==> src/sv/fihos_pkg.sv <==
`default_nettype none
package fihos_pkg;

	// configuration durations and ramp divider operands are all this wide
	localparam int DUR_BITS = 16;

	localparam logic [1:0] REG_FADE_IN  = 2'd0;
	localparam logic [1:0] REG_FADE_OUT = 2'd1;
	localparam logic [1:0] REG_HOLD     = 2'd2;

	typedef struct packed {
		logic                start;
		logic [DUR_BITS-1:0] num;
		logic [DUR_BITS-1:0] den;
	} div_req_t;

endpackage
`default_nettype wire

==> src/sv/fade_in_hold_out_sequencer_top.sv <==
`default_nettype none
// Brightness fade sequencer: one request per display refresh carries a millisecond
// time stamp, and one result comes back for each with the new phase and, where the
// step sets one, a fade level in unsigned fixed point (2^LEVEL_FRAC_BITS = full).
// A request in the start, settle or hold phase, at a ramp end or in the done phase
// is answered in the cycle after it is taken. A request that falls inside a fade-in or
// fade-out ramp runs the shared restoring divider, one quotient bit a cycle, and its
// result is registered once the divider is done; no request is taken while the divider
// runs. A waiting result does not stop the next request from being taken as long as it
// is collected in the same cycle.
// Write the duration registers only while no request is in flight.
module fade_in_hold_out_sequencer_top import fihos_pkg::*; #(
	parameter int TIME_BITS       = 32,
	parameter int LEVEL_FRAC_BITS = 15
) (
	input  wire logic                clk,
	input  wire logic                arst_n,
	input  wire logic                cfg_we,
	input  wire logic [1:0]          cfg_index,
	input  wire logic [DUR_BITS-1:0] cfg_data,
	input  wire logic                in_valid,
	output logic                     in_stall,
	input  wire logic [31:0]         now_ms,
	input  wire logic                skip_hold,
	output logic                     out_valid,
	input  wire logic                out_stall,
	output logic                     level_valid,
	output logic [15:0]              fade_level,
	output logic [2:0]               phase_now
);

	localparam logic [2:0] PH_START  = 3'd0;
	localparam logic [2:0] PH_SETTLE = 3'd1;
	localparam logic [2:0] PH_IN     = 3'd2;
	localparam logic [2:0] PH_HOLD   = 3'd3;
	localparam logic [2:0] PH_OUT    = 3'd4;
	localparam logic [2:0] PH_DONE   = 3'd5;

	localparam int LVL_BITS = LEVEL_FRAC_BITS + 1;
	localparam logic [LVL_BITS-1:0] FULL_LEVEL = {1'b1, {LEVEL_FRAC_BITS{1'b0}}};

	logic [DUR_BITS-1:0]  fade_in_q;
	logic [DUR_BITS-1:0]  fade_out_q;
	logic [DUR_BITS-1:0]  hold_q;
	logic                 hold_cleared_q;

	logic [2:0]           phase_q;
	logic [TIME_BITS-1:0] last_stamp_q;
	logic [TIME_BITS-1:0] elapsed_q;

	logic                 busy_q;
	logic                 pend_valid_q;
	logic                 pend_invert_q;
	logic [2:0]           pend_phase_q;

	logic                 out_valid_q;
	logic                 level_valid_q;
	logic [15:0]          fade_level_q;
	logic [2:0]           phase_now_q;

	logic                 accept;
	logic                 taken;
	logic [TIME_BITS-1:0] now_t;
	logic [TIME_BITS-1:0] step;
	logic [TIME_BITS:0]   sum;
	logic [TIME_BITS-1:0] sat_sum;
	logic                 hc_eff;
	logic [DUR_BITS-1:0]  hold_eff;

	logic [2:0]           phase_d;
	logic [TIME_BITS-1:0] elapsed_d;
	logic                 stamp_upd;
	logic                 valid_d;
	logic [LVL_BITS-1:0]  level_d;
	logic                 need_div;
	logic                 invert_d;
	logic [DUR_BITS-1:0]  den_d;

	div_req_t             div_req;
	logic                 div_done;
	logic [LEVEL_FRAC_BITS-1:0] div_quot;
	logic [LVL_BITS-1:0]  ramp_level;

	assign taken    = out_valid_q & ~out_stall;
	assign in_stall = busy_q | (out_valid_q & out_stall);
	assign accept   = in_valid & ~in_stall;

	assign now_t   = TIME_BITS'(now_ms);
	assign step    = now_t - last_stamp_q;
	assign sum     = {1'b0, elapsed_q} + {1'b0, step};
	assign sat_sum = sum[TIME_BITS] ? {TIME_BITS{1'b1}} : sum[TIME_BITS-1:0];
	assign hc_eff   = hold_cleared_q | skip_hold;
	assign hold_eff = hc_eff ? '0 : hold_q;

	always_comb begin
		phase_d   = phase_q;
		elapsed_d = elapsed_q;
		stamp_upd = 1'b0;
		valid_d   = 1'b0;
		level_d   = '0;
		need_div  = 1'b0;
		invert_d  = 1'b0;
		den_d     = fade_in_q;
		case (phase_q)
			PH_START, PH_SETTLE: begin
				stamp_upd = 1'b1;
				valid_d   = fade_in_q != '0;
				elapsed_d = '0;
				phase_d   = (phase_q == PH_START) ? PH_SETTLE : PH_IN;
			end
			PH_IN: begin
				stamp_upd = 1'b1;
				valid_d   = 1'b1;
				if (elapsed_q < TIME_BITS'(fade_in_q)) begin
					need_div  = 1'b1;
					elapsed_d = sat_sum;
				end else begin
					level_d   = FULL_LEVEL;
					elapsed_d = '0;
					phase_d   = PH_HOLD;
				end
			end
			PH_HOLD: begin
				stamp_upd = 1'b1;
				if (elapsed_q < TIME_BITS'(hold_eff)) begin
					elapsed_d = sat_sum;
				end else begin
					elapsed_d = '0;
					phase_d   = PH_OUT;
				end
			end
			PH_OUT: begin
				stamp_upd = 1'b1;
				valid_d   = 1'b1;
				den_d     = fade_out_q;
				if (fade_out_q == '0) begin
					level_d   = FULL_LEVEL;
					elapsed_d = '0;
					phase_d   = PH_DONE;
				end else if (elapsed_q < TIME_BITS'(fade_out_q)) begin
					need_div  = 1'b1;
					invert_d  = 1'b1;
					elapsed_d = sat_sum;
				end else begin
					elapsed_d = '0;
					phase_d   = PH_DONE;
				end
			end
			default: begin
				// done and the unused codes hold everything
			end
		endcase
	end

	// elapsed is below the divisor here, so its low bits are the whole value
	assign div_req.start = accept & need_div;
	assign div_req.num   = elapsed_q[DUR_BITS-1:0];
	assign div_req.den   = den_d;

	fihos_div #(
		.FRAC_BITS (LEVEL_FRAC_BITS)
	) u_div (
		.clk    (clk),
		.arst_n (arst_n),
		.req    (div_req),
		.done   (div_done),
		.quot   (div_quot)
	);

	assign ramp_level = pend_invert_q ? (FULL_LEVEL - {1'b0, div_quot}) : {1'b0, div_quot};

	always_ff @(posedge clk or negedge arst_n) begin
		if (!arst_n) begin
			fade_in_q      <= '0;
			fade_out_q     <= '0;
			hold_q         <= '0;
			hold_cleared_q <= 1'b0;
			phase_q        <= PH_START;
			last_stamp_q   <= '0;
			elapsed_q      <= '0;
			busy_q         <= 1'b0;
			out_valid_q    <= 1'b0;
		end else begin
			if (cfg_we) begin
				case (cfg_index)
					REG_FADE_IN:  fade_in_q <= cfg_data;
					REG_FADE_OUT: fade_out_q <= cfg_data;
					REG_HOLD: begin
						hold_q         <= cfg_data;
						hold_cleared_q <= 1'b0;
					end
					default: begin
					end
				endcase
			end
			if (accept) begin
				hold_cleared_q <= hc_eff;
				phase_q        <= phase_d;
				elapsed_q      <= elapsed_d;
				if (stamp_upd) begin
					last_stamp_q <= now_t;
				end
			end
			if (accept & need_div) begin
				busy_q <= 1'b1;
			end else if (div_done) begin
				busy_q <= 1'b0;
			end
			if ((accept & ~need_div) | div_done) begin
				out_valid_q <= 1'b1;
			end else if (taken) begin
				out_valid_q <= 1'b0;
			end
		end
	end

	always_ff @(posedge clk) begin
		if (accept) begin
			pend_valid_q  <= valid_d;
			pend_invert_q <= invert_d;
			pend_phase_q  <= phase_d;
		end
		if (accept & ~need_div) begin
			level_valid_q <= valid_d;
			fade_level_q  <= 16'(level_d);
			phase_now_q   <= phase_d;
		end else if (div_done) begin
			level_valid_q <= pend_valid_q;
			fade_level_q  <= 16'(ramp_level);
			phase_now_q   <= pend_phase_q;
		end
	end

	assign out_valid   = out_valid_q;
	assign level_valid = level_valid_q;
	assign fade_level  = fade_level_q;
	assign phase_now   = phase_now_q;

endmodule
`default_nettype wire

==> src/sv/fihos_div.sv <==
`default_nettype none
module fihos_div import fihos_pkg::*; #(
	parameter int FRAC_BITS = 15
) (
	input  wire logic                 clk,
	input  wire logic                 arst_n,
	input  wire div_req_t             req,
	output logic                      done,
	output logic [FRAC_BITS-1:0]      quot
);

	localparam int CNT_BITS = $clog2(FRAC_BITS + 1);

	logic [DUR_BITS-1:0]  rem_q;
	logic [DUR_BITS-1:0]  den_q;
	logic [FRAC_BITS-1:0] quot_q;
	logic [CNT_BITS-1:0]  cnt_q;
	logic                 busy_q;
	logic                 done_q;

	logic [DUR_BITS:0]    trial;
	logic                 fits;

	// remainder stays below the divisor, so one spare bit holds the shifted trial
	assign trial = {rem_q, 1'b0};
	assign fits  = trial >= {1'b0, den_q};

	always_ff @(posedge clk or negedge arst_n) begin
		if (!arst_n) begin
			busy_q <= 1'b0;
			done_q <= 1'b0;
			cnt_q  <= '0;
		end else begin
			done_q <= 1'b0;
			if (req.start) begin
				busy_q <= 1'b1;
				cnt_q  <= CNT_BITS'(FRAC_BITS);
			end else if (busy_q) begin
				cnt_q <= cnt_q - 1'b1;
				if (cnt_q == CNT_BITS'(1)) begin
					busy_q <= 1'b0;
					done_q <= 1'b1;
				end
			end
		end
	end

	always_ff @(posedge clk) begin
		if (req.start) begin
			rem_q  <= req.num;
			den_q  <= req.den;
			quot_q <= '0;
		end else if (busy_q) begin
			if (fits) begin
				rem_q <= DUR_BITS'(trial - {1'b0, den_q});
			end else begin
				rem_q <= trial[DUR_BITS-1:0];
			end
			quot_q <= {quot_q[FRAC_BITS-2:0], fits};
		end
	end

	assign done = done_q;
	assign quot = quot_q;

endmodule
`default_nettype wire

==> config.mk <==
export PLATFORM = sky130hd
export DESIGN_NAME = fade_in_hold_out_sequencer_top
export DESIGN_NICKNAME = d
export VERILOG_FILES = /design/src/sv/fihos_pkg.sv /design/src/sv/fade_in_hold_out_sequencer_top.sv /design/src/sv/fihos_div.sv
export SDC_FILE = /design/constraint.sdc
export NUM_CORES = 1
export LEC_CHECK = 0
export BUFFER_PORTS_ARGS = -buffer_cell sky130_fd_sc_hd__buf_2
export CORE_ASPECT_RATIO = 1.2
export CORE_MARGIN = 5
export CORE_UTILIZATION = 55
export CTS_CLUSTER_SIZE = 28
export DETAILED_ROUTE_END_ITERATION = 8
export HOLD_SLACK_MARGIN = 0.03
export PLACE_DENSITY = 0.83
export SETUP_SLACK_MARGIN = 0.15
export SKIP_CTS_REPAIR_TIMING = 1
export SLEW_MARGIN = 40
export SYNTH_ARGS = -nofsm -noshare
export SYNTH_HDL_FRONTEND = slang
export SYNTH_SLANG_ARGS = --single-unit
==> constraint.sdc <==
create_clock -name clk -period 7.9 [get_ports clk]
set_clock_uncertainty 0.1 [all_clocks]
set_input_delay 0.79 -clock clk [delete_from_list [all_inputs] [get_ports clk]]
set_output_delay 0.79 -clock clk [all_outputs]
set_load 0.005 [all_outputs]
==> results.txt, run 1 <==
----------------------------------------------------
[Power and ir drop]
  Pleak ... 6.95 nW
  Highest ir drop seen on vdd ... 0.229 mV
  Power density normalized to cell area ... 436 nW/µm²

[Route]
  Violation count after the first detailed-routing iteration ... 675
  Post-route DRC ... 0
  1st-pass router iterations ... 5
  Routed WL per cell ... 15.7 µm
  Routed Antenna Nets ... 0
  Detailed-route wire length ... 28.2 mm
  Mean number of vias per cell ... 5.78
  Total via count in the routed design ... 10400

[Synthesis]
  Average cell area after synthesis ... 9.53 µm²
  Post-synth ARST share ... 63.3%
  Synthesized netlist net count ... 1596
  Synthesized netlist cell count ... 1409
  Dominant register cell in the synthesized netlist ... dfrtp_1
  EDFF count, synth ... 57
  #FFs+latches synth ... 196
  Cell Area, Synth ... 13400 µm²
  Sequential area share after synthesis ... 38.1%
  Count of cell types in the netlist ... 82
  Total of warnings raised by yosys ... 0

[Timing]
  Slew margin rel. ... 44.8%
  Peak clock frequency supported by timing ... 0.184 GHz
  Final Critical Period ... 5.43 ns
  Setup repair after global routing missed its margin ... false
  Total count of max-transition violations in the final report ... 0
  Transition at the pin with the smallest max-transition slack ... 0.826 ns
  Endpoints failing hold ... 0
  Total negative setup slack ... 0 ns
  Final setup fails ... 0
  Share of the clock period used by the worst path after layout ... 68.7%

[Finish]
  Proportion of layout cells with a drive suffix above 1 ... 14.6%
  P&R area growth vs syn ... 9.17%
  NumNets Final ... 1648
  Final core area utilization ... 61.2%
  Filler cell count in the final layout ... 1934
  Ant diodes ... 0

[Clocking]
  Root Buffer Master ... clkbuf_16
  TritonCTS clock tree ... yes
  Max clock buf depth ... 2
  H-Tree Depth ... 4
  Register clock-pin slew on the reported worst setup and hold paths ... 0.08 ns
  Number of buffers created by CTS ... 17
  Sinks on Clock Net ... 196
  Worst-skew pair later-pin latency ... 0.44 ns

[Placed design]
  Weighted congestion at the end of routability-driven global placement ... 0.918
  Sum of net half-perimeters after detailed placement ... 21.4 mm
  Number of buffers inserted by port buffering ... 77

[Floorplanning]
  Count of boundary I/O pins ... 78
  Initial core utilization ... 56.0%
  Full die area ... 27700 µm²
  Width of the die ... 153 µm
  Rows ... 62
  Area of the core region ... 24000 µm²
  Y dimension of the die ... 181 µm

[Global route]
  Routing usage on met1 ... 25.4%
  Antenna violations before repair ... 0
  First-pass GRT wire length ... 48.2 mm
  Number of global-route vias before repair ... 10300
  Pin count of the biggest net entering global routing ... 82
  Routing usage on met2 ... 36.0%
  Met3 layer usage reported by global route ... 2.49%
  Global-route usage over all layers ... 20.4%
  GRT busiest layer ... met2
  Gr ovfl total ... 0

[Worst setup path]
  Worst endpoint required time ... 8.12 ns
  Critical path startpoint category ... input pin
  Slack of the worst reg-to-reg path ... 2.62 ns
  Endpoint of the worst register-to-register path ... elapsed_q[25]
  Arrival time at the worst endpoint ... 5.65 ns
  Critical path endpoint category ... register
  Number of cells on the worst reg-to-reg path ... 22
  Setup CP Type ... in -> reg
  Maximum fanout along the worst path ... 31
  Start of the worst register-to-register path ... last_stamp_q[0]

[Run status]
  Run status ... complete, no violations

[Worst hold path]
  Classification of the worst-slack hold path ... in -> async

[Run]
  Max-cap violation count ... 0

----------------------------------------------------
==> layout make-up <==
| type | count | area [µm²] | area share, % |
|---|---|---|---|
| clock inverter | 15 | 174 | 1.19 |
| multi-input combinational | 1060 | 7720 | 52.7 |
| timing repair buffer | 83 | 439 | 3.00 |
| tap | 320 | 400 | 2.73 |
| clock buffer | 17 | 425 | 2.90 |
| sequential | 196 | 5120 | 34.9 |
| inverter | 103 | 387 | 2.64 |
==> sequential cells by signal, indices dropped and copies added, names as in the netlist, 4 cells and up <==
| register | count |
|---|---|
| u_div.den_q | 16 |
| fade_out_q | 16 |
| u_div.quot | 15 |
| hold_q | 16 |
| last_stamp_q | 32 |
| fade_level | 16 |
| u_div.rem_q | 16 |
| fade_in_q | 16 |
| u_div.cnt_q | 4 |
| elapsed_q | 32 |
==> kinds of logic after synthesis <==
kind of cell	share of synthesized area (%)
simple gates	14.0
compound gates	17.4
flops	38.1
buf+inv	4.64
fa+ha+maj	12.4
mux	8.44
xor+xnor	5.02
==> power by group <==
| part | internal [mW] | switching (mW) | leakage (nW) |
|---|---|---|---|
| Combinational | 1.68 | 2.10 | 4.47 |
| Sequential | 1.48 | 0.266 | 2.19 |
| Clock | 0.430 | 0.438 | 0.294 |
==> worst max-delay path: stages <==
cell	delay (ns)
buf_2	0.09
inv_1	0.06
ha_1	0.17
inv_1	0.06
fa_1	0.41
a21oi_1	0.20
nor2_1	0.09
o311ai_1	0.41
a21oi_1	0.25
a32oi_1	0.29
o31ai_1	0.16
o21a_1	0.19
nor2_1	0.12
xnor2_1	0.13
ha_1	0.33
nand2_1	0.14
o21ai_0	0.10
nand2_1	0.09
nand2b_1	0.06
a21o_1	0.18
o21bai_1	0.21
o21ai_4	0.63
o2111ai_1	0.23
a22o_1	0.24
==> layout by cell type, fill, tap and decap left out, drive strengths merged, types with 19 or more instances in the layout <==
| master | instances |
|---|---|
| edfxtp | 57 |
| a22o | 34 |
| o21ai | 90 |
| nand2b | 19 |
| mux2i | 30 |
| inv | 111 |
| xor2 | 36 |
| buf | 82 |
| nand2 | 141 |
| mux2 | 74 |
| xnor2 | 41 |
| nand3 | 21 |
| a21oi | 93 |
| a21o | 47 |
| nor2 | 92 |
| ha | 128 |
| dfrtp | 124 |
==> stage by stage <==
step / power (mW) / cells / hold slack, ns / area, µm² / setup WS, ns
2_1_floorplan: 4.75 / 1409 / 0.316 / 13400 / 3.05
3_3_place_gp: 5.37 / 1761 / 0.320 / 14000 / 1.86
3_5_place_dp: 5.50 / 1761 / 0.335 / 14100 / 2.06
4_1_cts: 6.40 / 1793 / 0.258 / 14700 / 2.50
5_1_grt: 6.97 / 1794 / 0.287 / 14700 / 2.02
6_report: 6.39 / 1794 / 0.238 / 14700 / 2.47
==> synth_stat cells, types with 16 or more instances <==
library cell	n	area [µm²]
a21o_1	47	353
a21oi_1	90	450
a22o_1	34	298
clkbuf_1	36	135
dfrtp_1	124	3100
edfxtp_1	57	1710
ha_1	128	1600
inv_1	102	383
mux2_2	71	800
mux2i_1	30	300
nand2_1	141	529
nand2b_1	19	119
nand3_1	21	105
nor2_1	91	342
nor3_1	16	80.1
nor4_1	16	100
o21a_1	16	120
o21ai_0	74	370
xnor2_1	41	359
xor2_1	36	315
==> metal layers <==
metal  share of wire [%]  vias up
met2                  50      239
met1                  44     4864
met3                 3.4       60
met4                 3.2        0
met5                   0        -
li1                    -     5201
==> worst max path at each step <==
stage / start / to / slack, ns / cells after the start
floorplan: now_ms[0] / elapsed_q[27] / 3.05 / 26
global placement: now_ms[0] / elapsed_q[22] / 1.86 / 24
detailed placement: now_ms[0] / elapsed_q[25] / 2.06 / 24
CTS: now_ms[0] / elapsed_q[25] / 2.50 / 24
global route: now_ms[0] / elapsed_q[22] / 2.02 / 24
finish: now_ms[0] / elapsed_q[25] / 2.47 / 24
Power figures use the tool's default switching activity.
==> run 2, diff against run 1 <==
--- a/config.mk
+++ b/config.mk
@@ -5,6 +5,7 @@
 export SDC_FILE = /design/constraint.sdc
 export NUM_CORES = 1
 export LEC_CHECK = 0
+export ABC_AREA = 1
 export BUFFER_PORTS_ARGS = -buffer_cell sky130_fd_sc_hd__buf_2
 export CORE_ASPECT_RATIO = 1.2
 export CORE_MARGIN = 5
==> constraint.sdc (replaced) <==
create_clock -name clk -period 5.7 [get_ports clk]
set_clock_uncertainty 0.1 [all_clocks]
set_input_delay 0.57 -clock clk [delete_from_list [all_inputs] [get_ports clk]]
set_output_delay 0.57 -clock clk [all_outputs]
set_load 0.005 [all_outputs]
==> run 2 against run 1 <==
Utilization down 0.50 points. Final cell count up 30%. Synthesized cell count increased by 37%. Area after synthesis up 5.7%. Critical endpoint unchanged.
==> results.txt, run 2 <==
----------------------------------------------------
[Route]
  Post-route DRC ... 0 (unchanged)
  Violation count after the first detailed-routing iteration ... 856 (+27%)
  Detailed-route wire length ... 34.6 mm (+23%)
  Mean number of vias per cell ... 5.53 (-4.4%)
  Total via count in the routed design ... 12900 (+24%)
  Routed Antenna Nets ... 0 (unchanged)
  1st-pass router iterations ... 7 (+2)
  Routed WL per cell ... 14.9 µm (-5.6%)

[Power and ir drop]
  Highest ir drop seen on vdd ... 0.287 mV (+25%)
  Power density normalized to cell area ... 606 nW/µm² (+39%)
  Post-layout total power ... 9.36 mW (+46%)
  Pleak ... 7.88 nW (+13%)

[Timing]
  Total count of max-transition violations in the final report ... 0 (unchanged)
  Transition at the pin with the smallest max-transition slack ... 0.741 ns (-0.0850 ns)
  Setup repair after global routing missed its margin ... false
  Slew margin rel. ... 50.5% (+5.7 points)
  Share of the clock period used by the worst path after layout ... 78.1%
  Final setup fails ... 0 (unchanged)
  Endpoints failing hold ... 0 (unchanged)
  Worst hold margin ... 0.275 ns (+0.0367 ns)
  Peak clock frequency supported by timing ... 0.225 GHz
  Total negative setup slack ... 0 ns (unchanged)
  Final Critical Period ... 4.45 ns

[Synthesis]
  Count of cell types in the netlist ... 52 (-37%)
  Largest cells by area after synthesis ... dfrtp_1 (22%), nand2_1 (14%), edfxtp_1 (12%)
  Sequential area share after synthesis ... 36.0% (-2.1 points)
  Dominant register cell in the synthesized netlist ... dfrtp_1
  #FFs+latches synth ... 196 (unchanged)
  Synthesized netlist net count ... 2114 (+32%)
  Post-synth ARST share ... 63.3% (unchanged)
  Total of warnings raised by yosys ... 0 (unchanged)
  EDFF count, synth ... 57 (unchanged)
  Most instantiated cells after synthesis ... nand2_1 (513), inv_1 (234), nor2_1 (172), a21oi_1 (156), o21ai_0 (148)
  Cell Area, Synth ... 14200 µm² (+5.7%)
  Area share of the largest cell type after synthesis ... 21.9% (-1.2 points)
  Leading area contributor after synthesis ... dfrtp_1
  Average cell area after synthesis ... 7.37 µm² (-23%)
  Top-count cell post-synth ... nand2_1
  Synthesized netlist cell count ... 1927 (+37%)

[Finish]
  NumNets Final ... 2173 (+32%)
  Commonest non-fill, non-tap cell in the layout ... nand2_1
  Most frequent cells in the layout ... nand2_1 (511), inv_1 (234), nor2_1 (172), a21oi_1 (156), o21ai_0 (148)
  Final core area utilization ... 60.7% (-0.50 points)
  Leading registers by flop count ... elapsed_q x32, last_stamp_q x32
  P&R area growth vs syn ... 8.80%
  Filler cell count in the final layout ... 2309 (+19%)
  Proportion of layout cells with a drive suffix above 1 ... 8.00% (-6.6 points)
  Ant diodes ... 0 (unchanged)

[Floorplanning]
  Y dimension of the die ... 186 µm (+2.7%)
  Area of the core region ... 25500 µm² (+6.2%)
  Width of the die ... 157 µm (+2.6%)
  Count of boundary I/O pins ... 78 (unchanged)
  Full die area ... 29100 µm² (+5.4%)
  Rows ... 64 (+3.2%)
  Initial core utilization ... 55.8% (-0.27 points)

[Worst setup path]
  Worst-path cell chain ... inv_1, ha_1, a21oi_1, nand2_1, a21oi_1, o21ai_1, a21o_1, nand2_1, nand2_1, nand2_1, nand2_1, nand2_1, nand2_1, ha_1, a21oi_1, o21ai_0, a21oi_1, o211ai_1, nor2_4, buf_4, nand3_1, nand3_1, nand2_1
  Worst path max stage delay ... 0.38 ns (-0.25 ns)
  Critical path startpoint category ... register
  Start of the worst register-to-register path ... last_stamp_q[2]
  Source of the critical timing path ... last_stamp_q[2]
  Worst endpoint required time ... 5.94 ns (-2.18 ns)
  Slowest-stage cell, CP ... nor2_4
  Setup CP Type ... reg -> reg
  Arrival time at the worst endpoint ... 4.69 ns (-0.96 ns)
  Critical path endpoint category ... register
  Critical path's most frequent cell ... nand2_1
  Maximum fanout along the worst path ... 19 (-39%)

[Clocking]
  Max clock buf depth ... 2 (unchanged)
  Sinks on Clock Net ... 196 (unchanged)
  Number of buffers created by CTS ... 17 (unchanged)
  Root Buffer Master ... clkbuf_16
  TritonCTS clock tree ... yes
  Worst-skew pair later-pin latency ... 0.45 ns (about the same)
  Register clock-pin slew on the reported worst setup and hold paths ... 0.08 ns (about the same)
  H-Tree Depth ... 4 (unchanged)

[Worst hold path]
  Classification of the worst-slack hold path ... in -> reg
  Hold wc startpoint ... now_ms[31]

[Placed design]
  Weighted congestion at the end of routability-driven global placement ... 1.03 (+12%)
  Number of buffers inserted by port buffering ... 77 (unchanged)
  Sum of net half-perimeters after detailed placement ... 27.0 mm (+26%)

[Global route]
  Antenna violations before repair ... 0 (unchanged)
  Global-route usage over all layers ... 24.1% (+3.7 points)
  Gr ovfl total ... 0 (unchanged)
  Number of global-route vias before repair ... 12500 (+21%)
  Pin count of the biggest net entering global routing ... 97 (+18%)
  First-pass GRT wire length ... 57.4 mm (+19%)

[Run status]
  Run status ... complete, no violations

[Run]
  Max-cap violation count ... 0 (unchanged)

----------------------------------------------------
run 2: power breakdown:
part / switching [mW] / leakage (nW) / internal (mW)
Combinational: 3.71 / 5.41 / 2.04
Clock: 0.601 / 0.287 / 0.587
Sequential: 0.331 / 2.19 / 2.10
run 2: metrics by stage:
step	setup slack [ns]	instances	area [µm²]
floorplan	1.89	1927	14200
global placement	1.09	2295	14800
detailed placement	0.891	2296	14800
CTS	1.28	2328	15400
global route	0.776	2329	15400
finish	1.25	2329	15400
run 2: worst paths after layout:
kind / endpoint / slack, ns / depth (start not counted)
worst min-delay path: last_stamp_q[31] / 0.28 / 2
worst max-delay path: elapsed_q[25] / 1.25 / 23
worst max register to register: elapsed_q[25] / 1.25 / 23
worst min register to register: busy_q / 0.38 / 1
max in group asynchronous: u_div.busy_q / 3.77 / 3
min in group asynchronous: last_stamp_q[29] / 0.54 / 2
run 2: cells by family (layout without fill, tap and decap cells):
| logic type | Yosys count | after routing | synth area share (%) |
|---|---|---|---|
| xor+xnor | 63 | 63 | 3.89 |
| compound gates | 360 | 360 | 13.6 |
| simple gates | 893 | 893 | 26.6 |
| fa+ha+maj | 131 | 131 | 11.7 |
| buf+inv | 283 | 355 | 8.10 |
| flops | 196 | 196 | 36.0 |
| mux | 1 | 1 | 0.0793 |
run 2: critical path, delay by kind of cell (launching register included):
family                   cells  cell delay (ns)
adder cells (fa/ha/maj)      2             0.65
buffers and inverters        2             0.37
flip-flops                   1             0.33
AND/OR/NAND/NOR             11             1.20
AO/OA/AOI/OAI                8             1.69
run 2: cell type report:
type / instances / area (µm²) / area share [%]
clock inverters: 15 / 166 / 1.08
flip-flops and latches: 196 / 5120 / 33.1
repair buffers: 85 / 465 / 3.01
multi-input cells: 1448 / 7970 / 51.6
clock buffers: 17 / 425 / 2.75
inverters: 238 / 893 / 5.78
well taps: 330 / 413 / 2.67
run 2: layer usage:
metal | vias to the layer above | track usage (%) | routed length (µm)
met5 | - | 0 | 0
met4 | 0 | 11.7 | 1500
met3 | 99 | 3.07 | 1460
met2 | 358 | 44.2 | 17800
met1 | 5920 | 27.7 | 13900
li1 | 6491 | - | -
